`config.mk`:
```
export PLATFORM = sky130hd
export DESIGN_NAME = window_voltage_fault_detector_unit
export DESIGN_NICKNAME = d
export VERILOG_FILES = /design/src/design/wvfd_pkg.sv /design/src/design/wvfd_ctrl.sv /design/src/design/wvfd_datapath.sv /design/src/design/window_voltage_fault_detector_unit.sv
export VERILOG_INCLUDE_DIRS = /design/src /design/src/design
export SDC_FILE = /design/constraint.sdc
export NUM_CORES = 2
export LEC_CHECK = 0
export BUFFER_PORTS_ARGS = -buffer_cell sky130_fd_sc_hd__buf_2
export CAP_MARGIN = 20
export CORE_MARGIN = 3
export CORE_UTILIZATION = 58
export DETAILED_ROUTE_END_ITERATION = 12
export GPL_ROUTABILITY_DRIVEN = 0
export PLACE_DENSITY = 0.78
export SETUP_SLACK_MARGIN = 0.2
export SLEW_MARGIN = 20
export SYNTH_ARGS = -nofsm -noshare
export SYNTH_HDL_FRONTEND = slang
export SYNTH_SLANG_ARGS = --single-unit
```
`constraint.sdc`:
```
create_clock -name clk -period 8.4 [get_ports clk]
set_input_delay 0.42 -clock clk [delete_from_list [all_inputs] [get_ports clk]]
set_output_delay 0.42 -clock clk [all_outputs]
set_load 0.01 [all_outputs]
```
`src/design/window_voltage_fault_detector_unit_defines.svh`:
```
// assertion macros shared by the window voltage fault detector rtl
// expects clk and rst in the scope where a macro is used
`ifndef WINDOW_VOLTAGE_FAULT_DETECTOR_UNIT_DEFINES_SVH
`define WINDOW_VOLTAGE_FAULT_DETECTOR_UNIT_DEFINES_SVH

// consequent must hold in the same cycle as the antecedent
`define WVFD_ASSERT_NOW(lbl, ante, cons, msg) \
  lbl: assert property (@(posedge clk) disable iff (rst) (ante) |-> (cons)) \
    else $error(msg);

// consequent must hold in the cycle after the antecedent
`define WVFD_ASSERT_NEXT(lbl, ante, cons, msg) \
  lbl: assert property (@(posedge clk) disable iff (rst) (ante) |=> (cons)) \
    else $error(msg);

`endif

```
`src/design/wvfd_pkg.sv`:
```
// shared types and constants for the window voltage fault detector
// no dependencies
package wvfd_pkg;

  localparam int WINDOW_SAMPLES = 10;

  localparam int SAMPLE_W = 16;
  localparam int TIME_W   = 32;
  localparam int THR_W    = 15;
  localparam int CODE_W   = 3;
  localparam int OFF_W    = 4;
  localparam int NUM_THR  = 4;

  localparam int CNT_W  = $clog2(WINDOW_SAMPLES);
  localparam int SQ_W   = 2 * SAMPLE_W - 1;
  localparam int SUM_W  = SQ_W + $clog2(WINDOW_SAMPLES);

  // restoring square root, one result bit per step
  localparam int SQRT_STEPS = SAMPLE_W;
  localparam int STEP_W     = $clog2(SQRT_STEPS);
  localparam int RES_W      = 2 * SQRT_STEPS;
  localparam int BIT_W      = 2 * SQRT_STEPS - 1;
  localparam int PROD_W     = RES_W + $clog2(WINDOW_SAMPLES);
  localparam int TSQ_W      = 2 * THR_W;
  localparam int LIM_W      = TSQ_W + $clog2(WINDOW_SAMPLES);

  localparam int CFG_IDX_W = 3;

  localparam logic [CFG_IDX_W-1:0] REG_SWELL = CFG_IDX_W'(0);
  localparam logic [CFG_IDX_W-1:0] REG_OVER  = CFG_IDX_W'(1);
  localparam logic [CFG_IDX_W-1:0] REG_SAG   = CFG_IDX_W'(2);
  localparam logic [CFG_IDX_W-1:0] REG_UNDER = CFG_IDX_W'(3);

  localparam logic [THR_W-1:0] SWELL_RESET = THR_W'(11000);
  localparam logic [THR_W-1:0] OVER_RESET  = THR_W'(10700);
  localparam logic [THR_W-1:0] SAG_RESET   = THR_W'(9000);
  localparam logic [THR_W-1:0] UNDER_RESET = THR_W'(9300);

  localparam logic [BIT_W-1:0] BIT_INIT  = BIT_W'(1) << (2 * (SQRT_STEPS - 1));
  localparam logic [STEP_W-1:0] STEP_LAST = STEP_W'(SQRT_STEPS - 1);

  typedef enum logic [CODE_W-1:0] {
    FAULT_CLEAR = 3'd0,
    FAULT_SWELL = 3'd1,
    FAULT_OVER  = 3'd2,
    FAULT_SAG   = 3'd3,
    FAULT_UNDER = 3'd4
  } fault_t;

  typedef enum logic [1:0] {
    ST_COLLECT,
    ST_ROOT,
    ST_LOAD
  } state_t;

  typedef struct packed {
    logic              sample_en;
    logic              calc_init;
    logic              calc_en;
    logic [STEP_W-1:0] step;
    logic              load_out;
  } cmd_t;

  typedef struct packed {
    logic window_last;
  } stat_t;

endpackage

```
`src/design/wvfd_ctrl.sv`:
```
// controller fsm: sample acceptance, square root sequencing, result handoff
// depends on wvfd_pkg and window_voltage_fault_detector_unit_defines.svh
`include "window_voltage_fault_detector_unit_defines.svh"

module wvfd_ctrl (
  input  logic            clk,
  input  logic            rst,
  input  logic            in_valid,
  output logic            in_ready,
  output logic            out_valid,
  input  logic            out_ready,
  input  wvfd_pkg::stat_t stat,
  output wvfd_pkg::cmd_t  cmd
);
  import wvfd_pkg::*;

  state_t            state, state_next;
  logic [STEP_W-1:0] step, step_next;
  logic              out_valid_next;

  always_ff @(posedge clk) begin
    if (rst) begin
      state     <= ST_COLLECT;
      step      <= '0;
      out_valid <= 1'b0;
    end else begin
      state     <= state_next;
      step      <= step_next;
      out_valid <= out_valid_next;
    end
  end

  always_comb begin
    state_next     = state;
    step_next      = step;
    cmd            = '0;
    in_ready       = 1'b0;
    out_valid_next = out_valid && !out_ready;
    case (state)
      ST_COLLECT: begin
        in_ready      = 1'b1;
        cmd.sample_en = in_valid;
        if (in_valid && stat.window_last) begin
          cmd.calc_init = 1'b1;
          step_next     = '0;
          state_next    = ST_ROOT;
        end
      end
      ST_ROOT: begin
        cmd.calc_en = 1'b1;
        cmd.step    = step;
        if (step == STEP_LAST) begin
          state_next = ST_LOAD;
        end else begin
          step_next = step + STEP_W'(1);
        end
      end
      ST_LOAD: begin
        // wait until the output register is free
        if (!out_valid || out_ready) begin
          cmd.load_out   = 1'b1;
          out_valid_next = 1'b1;
          state_next     = ST_COLLECT;
        end
      end
      default: begin
        state_next = ST_COLLECT;
      end
    endcase
  end

  `WVFD_ASSERT_NEXT(a_close_starts_root, in_valid && in_ready && stat.window_last,
    state == ST_ROOT && step == '0, "closing sample did not start the root")
  `WVFD_ASSERT_NEXT(a_root_ends_in_load, state == ST_ROOT && step == STEP_LAST,
    state == ST_LOAD, "root sequence did not end in load")
  `WVFD_ASSERT_NEXT(a_load_waits, state == ST_LOAD && out_valid && !out_ready,
    state == ST_LOAD && out_valid, "pending result was overrun")

endmodule

```
`src/design/wvfd_datapath.sv`:
```
// datapath: window accumulators, threshold registers, square root and fault class
// depends on wvfd_pkg and window_voltage_fault_detector_unit_defines.svh
`include "window_voltage_fault_detector_unit_defines.svh"

module wvfd_datapath (
  input  logic                                 clk,
  input  logic                                 rst,
  input  wvfd_pkg::cmd_t                       cmd,
  output wvfd_pkg::stat_t                      stat,
  input  logic                                 cfg_write,
  input  logic [wvfd_pkg::CFG_IDX_W-1:0]       cfg_index,
  input  logic [wvfd_pkg::THR_W-1:0]           cfg_data,
  input  logic signed [wvfd_pkg::SAMPLE_W-1:0] voltage_sample,
  input  logic [wvfd_pkg::TIME_W-1:0]          sample_time,
  output logic [wvfd_pkg::CODE_W-1:0]          fault_code,
  output logic [wvfd_pkg::SAMPLE_W-1:0]        rms_value,
  output logic [wvfd_pkg::SAMPLE_W-1:0]        peak_to_peak,
  output logic [wvfd_pkg::SAMPLE_W-1:0]        max_step,
  output logic [wvfd_pkg::OFF_W-1:0]           max_step_offset,
  output logic [wvfd_pkg::TIME_W-1:0]          max_step_time
);
  import wvfd_pkg::*;

  // configuration
  logic [THR_W-1:0] swell_thr, over_thr, sag_thr, under_thr;

  // window state
  logic [CNT_W-1:0]           count;
  logic [SUM_W-1:0]           square_sum, sum_next;
  logic signed [SAMPLE_W-1:0] window_max, window_min, previous_sample;
  logic [SAMPLE_W-1:0]        largest_step;
  logic [OFF_W-1:0]           step_offset;
  logic [TIME_W-1:0]          step_time;

  logic signed [2*SAMPLE_W-1:0] sq_full;
  logic [SQ_W-1:0]              sq;
  logic signed [SAMPLE_W:0]     diff;
  logic [SAMPLE_W-1:0]          diff_abs;

  // square root
  logic [SUM_W-1:0]  rem;
  logic [RES_W-1:0]  res, trial;
  logic [BIT_W-1:0]  root_bit;
  logic [PROD_W-1:0] prod;
  logic              take;

  // threshold compare pipeline
  logic [THR_W-1:0]     thr_pick;
  logic [CFG_IDX_W-1:0] thr_sel, tidx;
  logic [TSQ_W-1:0]     tsq;
  logic [LIM_W-1:0]     lim;
  logic                 tvalid;
  logic                 gt_swell, gt_over, lt_sag, lt_under;
  fault_t               code;

  assign stat.window_last = (count == CNT_W'(WINDOW_SAMPLES - 1));

  always_comb begin
    sq_full  = (2*SAMPLE_W)'(voltage_sample) * (2*SAMPLE_W)'(voltage_sample);
    sq       = sq_full[SQ_W-1:0];
    diff     = {voltage_sample[SAMPLE_W-1], voltage_sample}
             - {previous_sample[SAMPLE_W-1], previous_sample};
    diff_abs = diff[SAMPLE_W] ? SAMPLE_W'(-diff) : diff[SAMPLE_W-1:0];
    sum_next = (count == '0) ? SUM_W'(sq) : square_sum + SUM_W'(sq);
  end

  always_ff @(posedge clk) begin
    if (rst) begin
      swell_thr <= SWELL_RESET;
      over_thr  <= OVER_RESET;
      sag_thr   <= SAG_RESET;
      under_thr <= UNDER_RESET;
    end else if (cfg_write) begin
      case (cfg_index)
        REG_SWELL: swell_thr <= cfg_data;
        REG_OVER:  over_thr  <= cfg_data;
        REG_SAG:   sag_thr   <= cfg_data;
        REG_UNDER: under_thr <= cfg_data;
        default: ;
      endcase
    end
  end

  always_ff @(posedge clk) begin
    if (rst) begin
      count <= '0;
    end else if (cmd.sample_en) begin
      count <= stat.window_last ? '0 : count + CNT_W'(1);
    end
  end

  always_ff @(posedge clk) begin
    if (cmd.sample_en) begin
      square_sum      <= sum_next;
      previous_sample <= voltage_sample;
      if (count == '0) begin
        window_max   <= voltage_sample;
        window_min   <= voltage_sample;
        largest_step <= '0;
        step_offset  <= '0;
        step_time    <= sample_time;
      end else begin
        if (voltage_sample > window_max) window_max <= voltage_sample;
        if (voltage_sample < window_min) window_min <= voltage_sample;
        // strictly larger only, so the first maximum stays
        if (diff_abs > largest_step) begin
          largest_step <= diff_abs;
          step_offset  <= OFF_W'(count);
          step_time    <= sample_time;
        end
      end
    end
  end

  // floor(sqrt(S/N)) found directly on S by scaling each trial by N
  always_comb begin
    trial = res + RES_W'(root_bit);
    prod  = PROD_W'(trial) * PROD_W'(WINDOW_SAMPLES);
    take  = PROD_W'(rem) >= prod;
  end

  always_ff @(posedge clk) begin
    if (cmd.calc_init) begin
      rem      <= sum_next;
      res      <= '0;
      root_bit <= BIT_INIT;
    end else if (cmd.calc_en) begin
      if (take) begin
        rem <= rem - SUM_W'(prod);
        res <= (res >> 1) + RES_W'(root_bit);
      end else begin
        res <= res >> 1;
      end
      root_bit <= root_bit >> 2;
    end
  end

  // thresholds squared on steps 0..3, compared against N*T^2 in the following cycle
  always_comb begin
    thr_sel = CFG_IDX_W'(cmd.step);
    case (thr_sel)
      REG_SWELL: thr_pick = swell_thr;
      REG_OVER:  thr_pick = over_thr;
      REG_SAG:   thr_pick = sag_thr;
      REG_UNDER: thr_pick = under_thr;
      default:   thr_pick = '0;
    endcase
    lim = LIM_W'(tsq) * LIM_W'(WINDOW_SAMPLES);
  end

  always_ff @(posedge clk) begin
    if (rst) begin
      tvalid <= 1'b0;
    end else begin
      tvalid <= cmd.calc_en && (cmd.step < STEP_W'(NUM_THR));
    end
  end

  always_ff @(posedge clk) begin
    tsq  <= TSQ_W'(thr_pick) * TSQ_W'(thr_pick);
    tidx <= thr_sel;
    if (cmd.calc_init) begin
      gt_swell <= 1'b0;
      gt_over  <= 1'b0;
      lt_sag   <= 1'b0;
      lt_under <= 1'b0;
    end else if (tvalid) begin
      case (tidx)
        REG_SWELL: gt_swell <= square_sum > SUM_W'(lim);
        REG_OVER:  gt_over  <= square_sum > SUM_W'(lim);
        REG_SAG:   lt_sag   <= square_sum < SUM_W'(lim);
        REG_UNDER: lt_under <= square_sum < SUM_W'(lim);
        default: ;
      endcase
    end
  end

  always_comb begin
    if (gt_swell)      code = FAULT_SWELL;
    else if (gt_over)  code = FAULT_OVER;
    else if (lt_sag)   code = FAULT_SAG;
    else if (lt_under) code = FAULT_UNDER;
    else               code = FAULT_CLEAR;
  end

  always_ff @(posedge clk) begin
    if (cmd.load_out) begin
      fault_code      <= code;
      rms_value       <= res[SAMPLE_W-1:0];
      peak_to_peak    <= window_max - window_min;
      max_step        <= largest_step;
      max_step_offset <= step_offset;
      max_step_time   <= step_time;
    end
  end

  `WVFD_ASSERT_NEXT(a_root_init, cmd.calc_init,
    res == '0 && root_bit == BIT_INIT, "root unit not initialized")
  `WVFD_ASSERT_NEXT(a_window_wraps, cmd.sample_en && stat.window_last,
    count == '0, "sample count did not wrap at window end")
  `WVFD_ASSERT_NOW(a_init_on_close, cmd.calc_init,
    cmd.sample_en && stat.window_last, "root started without closing sample")

endmodule

```
`src/design/window_voltage_fault_detector_unit.sv`:
```
// Windowed RMS voltage fault detector, top level.
// Input channel (in_valid/in_ready) carries voltage_sample and sample_time; each
// accepted transaction adds one sample to the current window of WINDOW_SAMPLES.
// Samples that do not close a window are taken one per cycle and give no result.
// The sample that closes a window starts a square root of 16 steps (one result
// bit per cycle on a shared compare/subtract unit, scaled by N so no divide is
// needed); the four threshold tests run alongside it. in_ready stays low from
// that transaction through the root steps and the load step, and out_valid
// rises once the load step has stored the result.
// The result sits in an output register until out_ready takes it; the next
// window can be collected meanwhile, and a window that closes while the old
// result is still pending waits in its load step until the register frees.
// The cfg_write port sets thresholds immediately, in sample units.
// Synchronous reset restores the default thresholds, empties the window and
// drops any pending result.
// Depends on wvfd_pkg, wvfd_ctrl and wvfd_datapath.
module window_voltage_fault_detector_unit (
  input  logic                                 clk,
  input  logic                                 rst,
  input  logic                                 in_valid,
  output logic                                 in_ready,
  input  logic signed [wvfd_pkg::SAMPLE_W-1:0] voltage_sample,
  input  logic [wvfd_pkg::TIME_W-1:0]          sample_time,
  output logic                                 out_valid,
  input  logic                                 out_ready,
  output logic [wvfd_pkg::CODE_W-1:0]          fault_code,
  output logic [wvfd_pkg::SAMPLE_W-1:0]        rms_value,
  output logic [wvfd_pkg::SAMPLE_W-1:0]        peak_to_peak,
  output logic [wvfd_pkg::SAMPLE_W-1:0]        max_step,
  output logic [wvfd_pkg::OFF_W-1:0]           max_step_offset,
  output logic [wvfd_pkg::TIME_W-1:0]          max_step_time,
  input  logic                                 cfg_write,
  input  logic [wvfd_pkg::CFG_IDX_W-1:0]       cfg_index,
  input  logic [wvfd_pkg::THR_W-1:0]           cfg_data
);
  import wvfd_pkg::*;

  cmd_t  cmd;
  stat_t stat;

  wvfd_ctrl u_ctrl (
    .clk       (clk),
    .rst       (rst),
    .in_valid  (in_valid),
    .in_ready  (in_ready),
    .out_valid (out_valid),
    .out_ready (out_ready),
    .stat      (stat),
    .cmd       (cmd)
  );

  wvfd_datapath u_datapath (
    .clk             (clk),
    .rst             (rst),
    .cmd             (cmd),
    .stat            (stat),
    .cfg_write       (cfg_write),
    .cfg_index       (cfg_index),
    .cfg_data        (cfg_data),
    .voltage_sample  (voltage_sample),
    .sample_time     (sample_time),
    .fault_code      (fault_code),
    .rms_value       (rms_value),
    .peak_to_peak    (peak_to_peak),
    .max_step        (max_step),
    .max_step_offset (max_step_offset),
    .max_step_time   (max_step_time)
  );

endmodule

```
==> results.yml <==
final_layout:
  syn_to_final_growth_pct: 10.4
  n_antenna_cell: 0
  num-nets-final: 5556
  drive_gt1_frac: 0.0961
  fill_cells: 5572
sta:
  rsz0062_at_grt: "no"
  period_share: 0.926
  drv_slew: 0
  slew_headroom: 0.334
  setup-violations-final: 0
  fin_skew_ns: 0.0294
  fin_ws_ns: 0.619
  max_freq_mhz: 129
  whs_ns: 0.0317
  post-route-min-period_ns: 7.78
  hold_viol_final: 0
  worst_pin_slew_ns: 0.994
worst_setup_path:
  cp_common_cell: "fa_1"
  cp-start-kind: "input pin"
  crit_family: "adder cells"
  endpoint_kind: "register"
  cp.arrival_ns: 8.14
  critPathSlowestCell: "fa_1"
  cp_num_buf_inv: 6
  max_stage_delay_ns: 0.55
  critPathKind: "input pin to register"
  worst-path-max-fanout: 19
  crit_required_ns: 8.76
synth:
  netlist.area_leader.share: 0.186
  ys_ff_latch: 413
  synth-edff-count: 257
  syn-mean-instance-area_um2: 9.46
  synth_area_leaders: "edfxtp_1 (19%), fa_1 (18%), ha_1 (15%)"
  yosysWarningCount: 0
  ys_types: 95
  syn_nets: 5330
  yosysTopAreaCell: "edfxtp_1"
  postSynthCellCount: 4387
  synth_area_um2: 41500
  synth.yosys.seq_area_share: 0.261
  async_flop_share: 0
  synth_ff_type: "edfxtp_1"
grt:
  grt_pass1_vias: 32700
  antenna_found_initial: 1
  grt_overflow: 0
  grt_pass1_wl_um: 160000
  grt_usage: 0.259
  grt_max_degree: 77
run_status:
  status: "completed"
die:
  io-pin-count: 160
  fp.dieArea_um2: 74800
  std_cell_rows: 97
  core_um2: 70400
  fp.dieH_um: 273
  die_width_um: 273
  start_util: 0.589
min_path:
  hold_class: "input pin to register"
detailed_routing:
  drc: 0
  drt_iter0_drc: 2491
  wire_per_inst_um: 17.0
  dr.pass1.iters: 5
  final_antenna_net_count: 0
  via_per_inst: 5.75
  totalWireLength_um: 95300
  dr_total_vias: 32200
placed_design:
  dp_hpwl_um: 74400
  pre_cts_ws_ns: -0.0387
  portBuffers: 159
clock_tree:
  insertion_delay_ns: 0.61
  cts_buffers: 47
  cts.sink_count: 413
  cts.path.max_buffers: 3
  cts_root_buf: "clkbuf_16"
  htree_levels: 2
  tritoncts: "yes"
  cts.clk_slew.worst_paths_ns: 0.06
flow_run:
  cap_violations: 0
[cell type report]
class | count | area (um^2) | share of cell area
well taps | 940 | 1180 | 0.0257
clock inverters | 27 | 267 | 0.00582
flip-flops and latches | 413 | 10800 | 0.237
multi-input cells | 3206 | 27800 | 0.607
repair buffers | 303 | 1980 | 0.0432
clock buffers | 60 | 1350 | 0.0294
inverters | 642 | 2410 | 0.0526
[placed cells by master (no fill, tap or decap), types with 64 or more instances in the layout]
cell and n:
a21o_1 105, a21oi_1 252, and2_1 64, buf_2 159
buf_4 111, dfxtp_1 156, edfxtp_1 257, fa_1 368
ha_1 504, inv_1 637, nand2_1 435, nor2_1 264
o21ai_0 153, xnor2_1 175, xor2_1 87
[stage by stage]
step | instance area [um^2] | util | cells | setup TNS, ns
4_1_cts | 45800 | 0.650 | 5589 | 0
6_report | 45800 | 0.651 | 5591 | 0
3_5_place_dp | 43900 | 0.623 | 5471 | -0.119
3_3_place_gp | 43900 | 0.623 | 5471 | 0
2_1_floorplan | 41500 | - | 4387 | 0
5_1_grt | 45800 | 0.651 | 5591 | 0
[metal layers]
layer  vias up  wire [um]  GRT usage
met5         -         13          0
met4         2       3110     0.0868
met3       215       5520     0.0352
met2       931      46300      0.450
met1     15600      40300      0.335
li1      15400          -          -
[cells by family after synthesis]
family | synth area share
AND/OR/NAND/NOR | 0.128
AO/OA/AOI/OAI | 0.146
adder cells (fa/ha/maj) | 0.330
buffers and inverters | 0.0708
flip-flops | 0.261
XOR/XNOR | 0.0553
multiplexers | 0.00887
[cells in the mapped netlist, drive strengths merged, types with 106 or more instances]
cell    number
clkbuf     111
inv        638
edfxtp     257
nor2       265
nand2      435
o21ai      156
a21o       106
xnor2      175
ha         504
fa         368
dfxtp      156
a21oi      255
[worst paths after layout]
| kind | endpoint | cells past startpoint | slack [ns] | from |
|---|---|---|---|---|
| worst min-delay path | u_datapath.step_time[13]$_DFFE_PP_ | 1 | 0.03 | sample_time[13] |
| worst min register to register | u_datapath.max_step_offset[0]$_DFFE_PP_ | 0 | 0.42 | u_datapath.step_offset[0]$_SDFFCE_PP0P_ |
| worst max-delay path | u_datapath.square_sum[26]$_DFFE_PP_ | 30 | 0.62 | voltage_sample[1] |
| worst max register to register | u_datapath.tsq[28]$_DFF_P_ | 31 | 0.69 | u_ctrl.state[0]$_SDFFE_PP0P_ |
[sequential cells by signal, summed over array words and instances, names as in the netlist, 4 cells and up]
signal	cells
u_datapath.rem	35
u_datapath.square_sum	35
u_datapath.max_step_time	32
u_datapath.res	32
u_datapath.step_time	32
u_datapath.tsq	29
u_datapath.largest_step	16
u_datapath.max_step	16
u_datapath.peak_to_peak	16
u_datapath.previous_sample	16
u_datapath.rms_value	16
u_datapath.root_bit	16
u_datapath.window_max	16
u_datapath.window_min	16
u_datapath.over_thr	15
u_datapath.sag_thr	15
u_datapath.swell_thr	15
u_datapath.under_thr	15
u_ctrl.step	4
u_datapath.count	4
u_datapath.max_step_offset	4
u_datapath.step_offset	4
[what timing repair did]
| action | in CTS | in global routing |
|---|---|---|
| hold buffers | 31 | 0 |
| gates resized for setup | 0 | 5 |
| buffers inserted | 0 | 2 |
| hold endpoints to repair | 31 | 0 |
| endpoints found under the setup margin | 0 | 65 |
Power is left out: the tool's default activity adds up to more than one toggle a clock period on the data nets, which glitch-free logic cannot reach.
